### src/rtl/pcs_pkg.sv
`default_nettype none
// ----------------------------------------------------------------------------
// pcs_pkg
// shared types and constants of the periodic command scheduler
// ----------------------------------------------------------------------------
package pcs_pkg;

    localparam int ENTRIES = 16;
    localparam int IDX_W   = $clog2(ENTRIES);
    localparam int TIME_W  = 40;
    localparam int MS_W    = 32;
    localparam int CNT_W   = $clog2(TIME_W + 1);
    localparam logic [TIME_W-1:0] TIME_MAX = {TIME_W{1'b1}};

    localparam logic [1:0] REQ_LOAD  = 2'd0;
    localparam logic [1:0] REQ_START = 2'd1;
    localparam logic [1:0] REQ_TICK  = 2'd2;

    typedef struct packed {
        logic [1:0]  req_type;
        logic [3:0]  entry_index;
        logic        is_write;
        logic        has_delay;
        logic        has_repeat;
        logic [31:0] delay_ms;
        logic [31:0] repeat_ms;
        logic [31:0] reg_address;
        logic [63:0] write_value;
        logic [39:0] time_ms;
    } in_item_t;

    typedef struct packed {
        logic        is_summary;
        logic [3:0]  fired_index;
        logic        fire_is_write;
        logic [31:0] fire_address;
        logic [63:0] fire_value;
        logic [39:0] next_time_ms;
        logic        none_pending;
        logic        last;
    } out_item_t;

    typedef enum logic [2:0] {
        ST_IDLE,
        ST_START,
        ST_SCAN,
        ST_MOD,
        ST_SUM
    } state_t;

    typedef struct packed {
        logic capture;
        logic arm_step;
        logic retire;
        logic emit_fire;
        logic emit_sum;
        logic mod_go;
        logic mod_finish;
        logic idx_inc;
    } cmd_t;

    typedef struct packed {
        logic [1:0] req;
        logic       fire;
        logic       periodic;
        logic       idx_last;
        logic       mod_done;
        logic       out_free;
    } sts_t;

endpackage
`default_nettype wire

### src/rtl/pcs_ctrl.sv
`default_nettype none
// ----------------------------------------------------------------------------
// pcs_ctrl
// sequencer for load, start scan and tick scan of the command table
// ----------------------------------------------------------------------------
module pcs_ctrl (
    input  wire logic        aclk,
    input  wire logic        aresetn,
    input  wire logic        s_valid,
    output logic             s_ready,
    input  wire pcs_pkg::sts_t sts,
    output pcs_pkg::cmd_t    cmd
);
    import pcs_pkg::*;

    state_t state_reg, state_next;

    always_ff @(posedge aclk) begin
        if (!aresetn) begin
            state_reg <= ST_IDLE;
        end else begin
            state_reg <= state_next;
        end
    end

    always_comb begin
        state_next = state_reg;
        unique case (state_reg)
            ST_IDLE: begin
                if (s_valid) begin
                    if (sts.req == REQ_START) begin
                        state_next = ST_START;
                    end else if (sts.req == REQ_TICK) begin
                        state_next = ST_SCAN;
                    end
                end
            end
            ST_START: begin
                if (sts.idx_last) state_next = ST_IDLE;
            end
            ST_SCAN: begin
                if (sts.fire) begin
                    if (sts.out_free) begin
                        if (sts.periodic) begin
                            state_next = ST_MOD;
                        end else if (sts.idx_last) begin
                            state_next = ST_SUM;
                        end
                    end
                end else if (sts.idx_last) begin
                    state_next = ST_SUM;
                end
            end
            ST_MOD: begin
                if (sts.mod_done) state_next = sts.idx_last ? ST_SUM : ST_SCAN;
            end
            ST_SUM: begin
                if (sts.out_free) state_next = ST_IDLE;
            end
            default: state_next = ST_IDLE;
        endcase
    end

    always_comb begin
        cmd     = '0;
        s_ready = 1'b0;
        unique case (state_reg)
            ST_IDLE: begin
                s_ready     = 1'b1;
                cmd.capture = s_valid;
            end
            ST_START: begin
                cmd.arm_step = 1'b1;
                cmd.idx_inc  = 1'b1;
            end
            ST_SCAN: begin
                if (sts.fire) begin
                    if (sts.out_free) begin
                        cmd.emit_fire = 1'b1;
                        if (sts.periodic) begin
                            cmd.mod_go = 1'b1;
                        end else begin
                            cmd.retire  = 1'b1;
                            cmd.idx_inc = 1'b1;
                        end
                    end
                end else begin
                    cmd.retire  = 1'b1;
                    cmd.idx_inc = 1'b1;
                end
            end
            ST_MOD: begin
                if (sts.mod_done) begin
                    cmd.mod_finish = 1'b1;
                    cmd.idx_inc    = 1'b1;
                end
            end
            ST_SUM: begin
                cmd.emit_sum = sts.out_free;
            end
            default: begin
                cmd = '0;
            end
        endcase
    end

endmodule
`default_nettype wire

### src/rtl/pcs_dp.sv
`default_nettype none
// ----------------------------------------------------------------------------
// pcs_dp
// command table, due time arithmetic, remainder unit and result register
// ----------------------------------------------------------------------------
module pcs_dp (
    input  wire logic          aclk,
    input  wire logic          aresetn,
    input  wire pcs_pkg::in_item_t s_data,
    output pcs_pkg::out_item_t m_data,
    output logic               m_valid,
    input  wire logic          m_ready,
    input  wire pcs_pkg::cmd_t cmd,
    output pcs_pkg::sts_t      sts
);
    import pcs_pkg::*;

    logic              loaded_reg [ENTRIES];
    logic              armed_reg  [ENTRIES];
    logic [TIME_W-1:0] due_reg    [ENTRIES];
    logic [2:0]        flags_reg  [ENTRIES];
    logic [MS_W-1:0]   delay_reg  [ENTRIES];
    logic [MS_W-1:0]   period_reg [ENTRIES];
    logic [31:0]       addr_reg   [ENTRIES];
    logic [63:0]       value_reg  [ENTRIES];

    logic [TIME_W-1:0] time_reg;
    logic [IDX_W-1:0]  idx_reg;
    logic              any_reg;
    logic [TIME_W-1:0] nearest_reg;
    logic [MS_W-1:0]   rem_reg;
    logic [TIME_W-1:0] dvd_reg;
    logic [CNT_W-1:0]  cnt_reg;
    logic              m_valid_reg;
    out_item_t         m_data_reg;

    logic [IDX_W-1:0]  ld_idx;
    logic              cur_armed;
    logic [TIME_W-1:0] cur_due;
    logic [2:0]        cur_flags;
    logic [MS_W-1:0]   cur_period;
    logic              fire;
    logic [TIME_W:0]   start_sum;
    logic [TIME_W-1:0] start_due;
    logic [MS_W:0]     trial;
    logic [TIME_W+1:0] nd;
    logic              out_free;
    out_item_t         fire_item;
    out_item_t         sum_item;

    assign ld_idx     = s_data.entry_index[IDX_W-1:0];
    assign cur_armed  = armed_reg[idx_reg];
    assign cur_due    = due_reg[idx_reg];
    assign cur_flags  = flags_reg[idx_reg];
    assign cur_period = period_reg[idx_reg];
    assign fire       = cur_armed && (cur_due <= time_reg);
    assign out_free   = !m_valid_reg || m_ready;

    assign start_sum = {1'b0, time_reg}
                     + (cur_flags[1] ? {{(TIME_W+1-MS_W){1'b0}}, delay_reg[idx_reg]}
                                     : {(TIME_W+1){1'b0}});
    assign start_due = start_sum[TIME_W] ? TIME_MAX : start_sum[TIME_W-1:0];

    assign trial = {rem_reg, dvd_reg[TIME_W-1]};
    assign nd    = {2'b00, time_reg} + {{(TIME_W+2-MS_W){1'b0}}, cur_period}
                 - {{(TIME_W+2-MS_W){1'b0}}, rem_reg};

    always_comb begin
        sts.req      = s_data.req_type;
        sts.fire     = fire;
        sts.periodic = cur_flags[2] && (cur_period != '0);
        sts.idx_last = (idx_reg == IDX_W'(ENTRIES - 1));
        sts.mod_done = (cnt_reg == '0);
        sts.out_free = out_free;
    end

    always_comb begin
        fire_item               = '0;
        fire_item.fired_index   = 4'(idx_reg);
        fire_item.fire_is_write = cur_flags[0];
        fire_item.fire_address  = addr_reg[idx_reg];
        fire_item.fire_value    = cur_flags[0] ? value_reg[idx_reg] : 64'd0;
        sum_item                = '0;
        sum_item.is_summary     = 1'b1;
        sum_item.next_time_ms   = any_reg ? nearest_reg : '0;
        sum_item.none_pending   = !any_reg;
        sum_item.last           = 1'b1;
    end

    // control state
    always_ff @(posedge aclk) begin
        if (!aresetn) begin
            for (int i = 0; i < ENTRIES; i++) begin
                loaded_reg[i] <= 1'b0;
                armed_reg[i]  <= 1'b0;
            end
            idx_reg     <= '0;
            cnt_reg     <= '0;
            m_valid_reg <= 1'b0;
        end else begin
            if (cmd.capture) begin
                idx_reg <= '0;
                if (s_data.req_type == REQ_LOAD) begin
                    loaded_reg[ld_idx] <= 1'b1;
                    armed_reg[ld_idx]  <= 1'b0;
                end
            end
            if (cmd.idx_inc) idx_reg <= idx_reg + 1'b1;
            if (cmd.arm_step) armed_reg[idx_reg] <= loaded_reg[idx_reg];
            if (cmd.retire && fire) armed_reg[idx_reg] <= 1'b0;
            if (cmd.mod_finish && (nd[TIME_W+1:TIME_W] != 2'b00)) begin
                armed_reg[idx_reg] <= 1'b0;
            end
            if (cmd.mod_go) begin
                cnt_reg <= CNT_W'(TIME_W);
            end else if (cnt_reg != '0) begin
                cnt_reg <= cnt_reg - 1'b1;
            end
            if (cmd.emit_fire || cmd.emit_sum) begin
                m_valid_reg <= 1'b1;
            end else if (m_ready) begin
                m_valid_reg <= 1'b0;
            end
        end
    end

    // table payload and working registers
    always_ff @(posedge aclk) begin
        if (cmd.capture) begin
            time_reg <= s_data.time_ms;
            any_reg  <= 1'b0;
            if (s_data.req_type == REQ_LOAD) begin
                flags_reg[ld_idx]  <= {s_data.has_repeat, s_data.has_delay, s_data.is_write};
                delay_reg[ld_idx]  <= s_data.delay_ms;
                period_reg[ld_idx] <= s_data.repeat_ms;
                addr_reg[ld_idx]   <= s_data.reg_address;
                value_reg[ld_idx]  <= s_data.write_value;
            end
        end
        if (cmd.arm_step && loaded_reg[idx_reg]) due_reg[idx_reg] <= start_due;
        if (cmd.retire && cur_armed && !fire) begin
            if (!any_reg || cur_due < nearest_reg) begin
                nearest_reg <= cur_due;
                any_reg     <= 1'b1;
            end
        end
        if (cmd.mod_finish && (nd[TIME_W+1:TIME_W] == 2'b00)) begin
            due_reg[idx_reg] <= nd[TIME_W-1:0];
            if (!any_reg || nd[TIME_W-1:0] < nearest_reg) begin
                nearest_reg <= nd[TIME_W-1:0];
                any_reg     <= 1'b1;
            end
        end
        if (cmd.mod_go) begin
            rem_reg <= '0;
            dvd_reg <= time_reg - cur_due;
        end else if (cnt_reg != '0) begin
            rem_reg <= (trial >= {1'b0, cur_period}) ? MS_W'(trial - {1'b0, cur_period})
                                                     : trial[MS_W-1:0];
            dvd_reg <= {dvd_reg[TIME_W-2:0], 1'b0};
        end
        if (cmd.emit_fire) begin
            m_data_reg <= fire_item;
        end else if (cmd.emit_sum) begin
            m_data_reg <= sum_item;
        end
    end

    assign m_valid = m_valid_reg;
    assign m_data  = m_data_reg;

`ifndef SYNTHESIS
    a_emit_free: assert property (@(posedge aclk) disable iff (!aresetn)
        (cmd.emit_fire || cmd.emit_sum) |-> (!m_valid_reg || m_ready))
        else $error("result overwritten before transfer");
    a_finish_done: assert property (@(posedge aclk) disable iff (!aresetn)
        cmd.mod_finish |-> (cnt_reg == '0))
        else $error("remainder used before done");
    a_rem_range: assert property (@(posedge aclk) disable iff (!aresetn)
        cmd.mod_finish |-> (rem_reg < cur_period))
        else $error("remainder not below period");
`endif

endmodule
`default_nettype wire

### src/rtl/periodic_command_scheduler_top.sv
`default_nettype none
// a load is captured in the idle state; a start arms one entry per cycle across the table
// a tick scans one entry per cycle while the output is free and no remainder is running,
// then emits the summary; each fired repeating entry waits in the bit-serial remainder unit
// the next item is taken in idle, which a tick reaches once its summary is registered
// reset: synchronous active-low aresetn clears loaded and armed bits and the output valid
// ----------------------------------------------------------------------------
// periodic_command_scheduler_top
// table of timed register commands fired on time ticks
// ----------------------------------------------------------------------------
module periodic_command_scheduler_top (
    input  wire logic           aclk,
    input  wire logic           aresetn,
    input  wire logic           s_valid,
    output logic                s_ready,
    input  wire pcs_pkg::in_item_t s_data,
    output logic                m_valid,
    input  wire logic           m_ready,
    output pcs_pkg::out_item_t  m_data
);
    import pcs_pkg::*;

    cmd_t cmd;
    sts_t sts;

    pcs_ctrl u_ctrl (
        .aclk    (aclk),
        .aresetn (aresetn),
        .s_valid (s_valid),
        .s_ready (s_ready),
        .sts     (sts),
        .cmd     (cmd)
    );

    pcs_dp u_dp (
        .aclk    (aclk),
        .aresetn (aresetn),
        .s_data  (s_data),
        .m_data  (m_data),
        .m_valid (m_valid),
        .m_ready (m_ready),
        .cmd     (cmd),
        .sts     (sts)
    );

endmodule
`default_nettype wire
### config.mk
export PLATFORM = sky130hd
export DESIGN_NAME = periodic_command_scheduler_top
export DESIGN_NICKNAME = d
export VERILOG_FILES = /design/src/rtl/pcs_pkg.sv /design/src/rtl/pcs_ctrl.sv /design/src/rtl/pcs_dp.sv /design/src/rtl/periodic_command_scheduler_top.sv
export SDC_FILE = /design/constraint.sdc
export NUM_CORES = 2
export LEC_CHECK = 0
export BUFFER_PORTS_ARGS = -buffer_cell sky130_fd_sc_hd__buf_4
export CORE_MARGIN = 3
export CORE_UTILIZATION = 25
export DETAILED_ROUTE_END_ITERATION = 7
export HOLD_SLACK_MARGIN = 0.12
export SYNTH_ARGS = -nofsm -noshare
export SYNTH_HDL_FRONTEND = slang
export SYNTH_HIERARCHICAL = 1
export SYNTH_SLANG_ARGS = --single-unit
export TNS_END_PERCENT = 10
### constraint.sdc
create_clock -name aclk -period 18.1 [get_ports aclk]
set_clock_uncertainty 0.15 [all_clocks]
set_input_delay 1.81 -clock aclk [delete_from_list [all_inputs] [get_ports aclk]]
set_output_delay 1.81 -clock aclk [all_outputs]
set_load 0.02 [all_outputs]
==> impl_metrics.ini <==
[pwr]
p_per_area_nw_per_um2 = 119
power_mw = 20.4
power.leakage_nw = 55.0
ir_drop_uv = 121

[setup_path]
cp_slowest_cell = buf_4
slowest_delay_ns = 0.90
crit_family = buffers and inverters
critical_path.cell_chain = buf_12 -> buf_4 -> buf_4 -> mux4_2 -> mux4_2 -> inv_1 -> ha_1 -> nand3_1 -> or3_1 -> a31oi_1 -> o211ai_1 -> a311oi_1 -> nor2_1 -> nor2b_1 -> and3_4 -> nor2_4 -> inv_8 -> buf_4 -> buf_4
path_buf_inv = 7
required_ns = 18.47
crit_type = flip-flop to flip-flop
startpoint_type = flip-flop
critPathMaxFanout = 113
cp-end-kind = flip-flop
cp_common_cell = buf_4
critical_path_arrival_ns = 10.00

[clock_tree]
root_buffer = clkbuf_16
path_clk_slew_ns = 0.06
cts_hold_buf = 0
ctsResizeCount = 0
htree_levels = 5
cts_setup_buffers = 0
max-clock-path-buffers = 4
clkLatencyLatePin_ns = 0.98
tritoncts = yes
cts_made_buffers = 366
clkSinkCount = 3594

[final_layout]
final_core_util = 0.294
fillers = 56576
fin_nets = 8290
synthToLayoutAreaGrowth_pct = 16.8
largest_reg_flops = 1024
drive_gt1_frac = 0.263

[logic_synthesis]
synthesis.nets = 7752
syn_inst = 7266
post_synth_main_area_contributors = edfxtp_1 70%, mux4_2 15%, dfxtp_1 2.3%, ha_1 2.0%, mux2i_1 0.88%
ys_ff_latch = 3594
synth_edf_count = 3429
post_synth.cell_area_avg_sq_um = 20.2
synth.most_common_cell = edfxtp_1
synthesis.area_sq_um = 146000
yosysTopAreaCell = edfxtp_1
synthDistinctLibCells = 80
yosysSeqAreaShare = 0.725
async_flop_share = 0
ys.flop_type = edfxtp_1
synth_top_area_frac = 0.703
synth_common_cells = 3429 x edfxtp_1, 1005 x mux4_2, 301 x inv_1
ys_warn_count = 6

[timing]
final.period_utilization = 0.532
fin_setup_tns_ns = 0
fin_ws_ns = 8.47
tightestPinTransition_ns = 1.28
min_period_ns = 9.63
slew_violations = 0
fmax_ghz = 0.104
setup_violations = 0
maxSlewHeadroom = 0.144
rsz0062_at_grt = no
hold_violations = 0

[die]
core.rowCount = 280
pin_count = 359
fp.dieH_microns = 771
die_area_sq_um = 595000
start_util = 0.251
die_w_microns = 771
core-area_sq_um = 583000

[route]
routed_via_density = 4.69
dr.pass1.iters = 6
drtAntennaViolNets = 0
drt-initial-drc-count = 6848
wirelength_mm = 404
vias = 74442
wire_per_inst_microns = 25.4
drc = 0

[global_routing]
overflow = 0
grt_max_degree = 147
grt_pass1_wl_mm = 569
antenna_found_initial = 117
gr-usage-all-layers = 0.132
grt_pass1_vias = 74554

[placed_design]
gp_congestion = 0.916
post-place-ws_ns = 8.44
port-buffer-count = 358
place_hpwl_mm = 235

[hold_path]
hp-class = flip-flop to flip-flop

[run]
max-cap-violations = 0

[outcome]
status = finished, final reports clean
cell usage in the layout (no fill, tap or decap), types with 55 or more instances in the layout:
| master | n |
|---|---|
| mux2i_1 | 129 |
| ha_1 | 238 |
| a21o_1 | 73 |
| buf_4 | 492 |
| a211oi_1 | 66 |
| clkinv_2 | 58 |
| clkinv_1 | 77 |
| nor2_1 | 139 |
| dfxtp_1 | 161 |
| inv_1 | 300 |
| nor3_1 | 66 |
| a21oi_1 | 207 |
| o21ai_0 | 119 |
| clkbuf_16 | 373 |
| and3_1 | 77 |
| nor2b_1 | 64 |
| xnor2_1 | 76 |
| edfxtp_1 | 3429 |
| and2_1 | 55 |
| clkbuf_1 | 80 |
| nand2_1 | 134 |
| mux4_2 | 1004 |
final timing paths:
kind | from | endpoint | slack, ns | cells past startpoint
max | flip-flop | u_dp/m_data[86] | 8.47 | 19
min reg2reg | u_dp/loaded_reg[10] | u_dp/loaded_reg[10] | 0.31 | 1
min | u_dp/loaded_reg[10] | u_dp/loaded_reg[10] | 0.31 | 1
max reg2reg | flip-flop | u_dp/m_data[86] | 8.47 | 19
final cells by class:
type / count / area [sq um] / area share
inverters: 303 / 1140 / 0.00669
multi-input cells: 3029 / 37900 / 0.222
diodes: 19 / 47.5 / 0.000278
repair buffers: 510 / 4050 / 0.0237
clock buffers: 460 / 9730 / 0.0569
clock inverters: 212 / 2190 / 0.0128
flip-flops and latches: 3594 / 106000 / 0.621
well taps: 7755 / 9700 / 0.0567
worst register-to-register path: stages (launching register included):
cell,delay [ns]
dfxtp_4,0.88
buf_12,0.62
buf_4,0.80
buf_4,0.98
mux4_2,0.42
mux4_2,0.55
inv_1,0.16
ha_1,0.25
nand3_1,0.17
or3_1,0.40
a31oi_1,0.32
o211ai_1,0.18
a311oi_1,0.33
nor2_1,0.13
nor2b_1,0.26
and3_4,0.39
nor2_4,0.23
inv_8,0.32
buf_4,0.73
buf_4,0.90
metal layers:
layer	GRT usage	wire length (microns)	up-vias
met5	0	488	-
met4	0.0274	8650	76
met3	0.0351	36100	669
met2	0.208	187000	2773
met1	0.182	172000	39861
li1	-	-	31063
logic make-up (layout without fill, tap and decap cells):
family | count (synthesis) | count (layout) | synth area share
AOI/OAI and AO/OA | 740 | 740 | 0.0331
xor gates and xnor gates | 123 | 123 | 0.00735
adders and majority gates | 273 | 273 | 0.0251
buffers and inverters | 643 | 1485 | 0.0177
DFF | 3594 | 3594 | 0.725
muxes | 1168 | 1168 | 0.166
other | 0 | 19 | 0
and+or+nand+nor | 725 | 725 | 0.0253
through the flow:
step           instance area (sq um)  hold WS [ns]  instances
2_1_floorplan                 146000         0.285       7266
3_3_place_gp                  159000         0.292      15191
3_5_place_dp                  159000         0.298      15191
4_1_cts                       171000         0.314      15863
5_1_grt                       171000         0.330      15864
6_report                      171000         0.311      15882
report_power, final:
group | internal [mW] | total [mW] | switching [mW]
Sequential | 9.39 | 9.58 | 0.189
Combinational | 1.31 | 3.32 | 2.01
Clock | 4.30 | 7.52 | 3.22
Total | 15.0 | 20.4 | 5.42
Power figures use the tool's default switching activity.
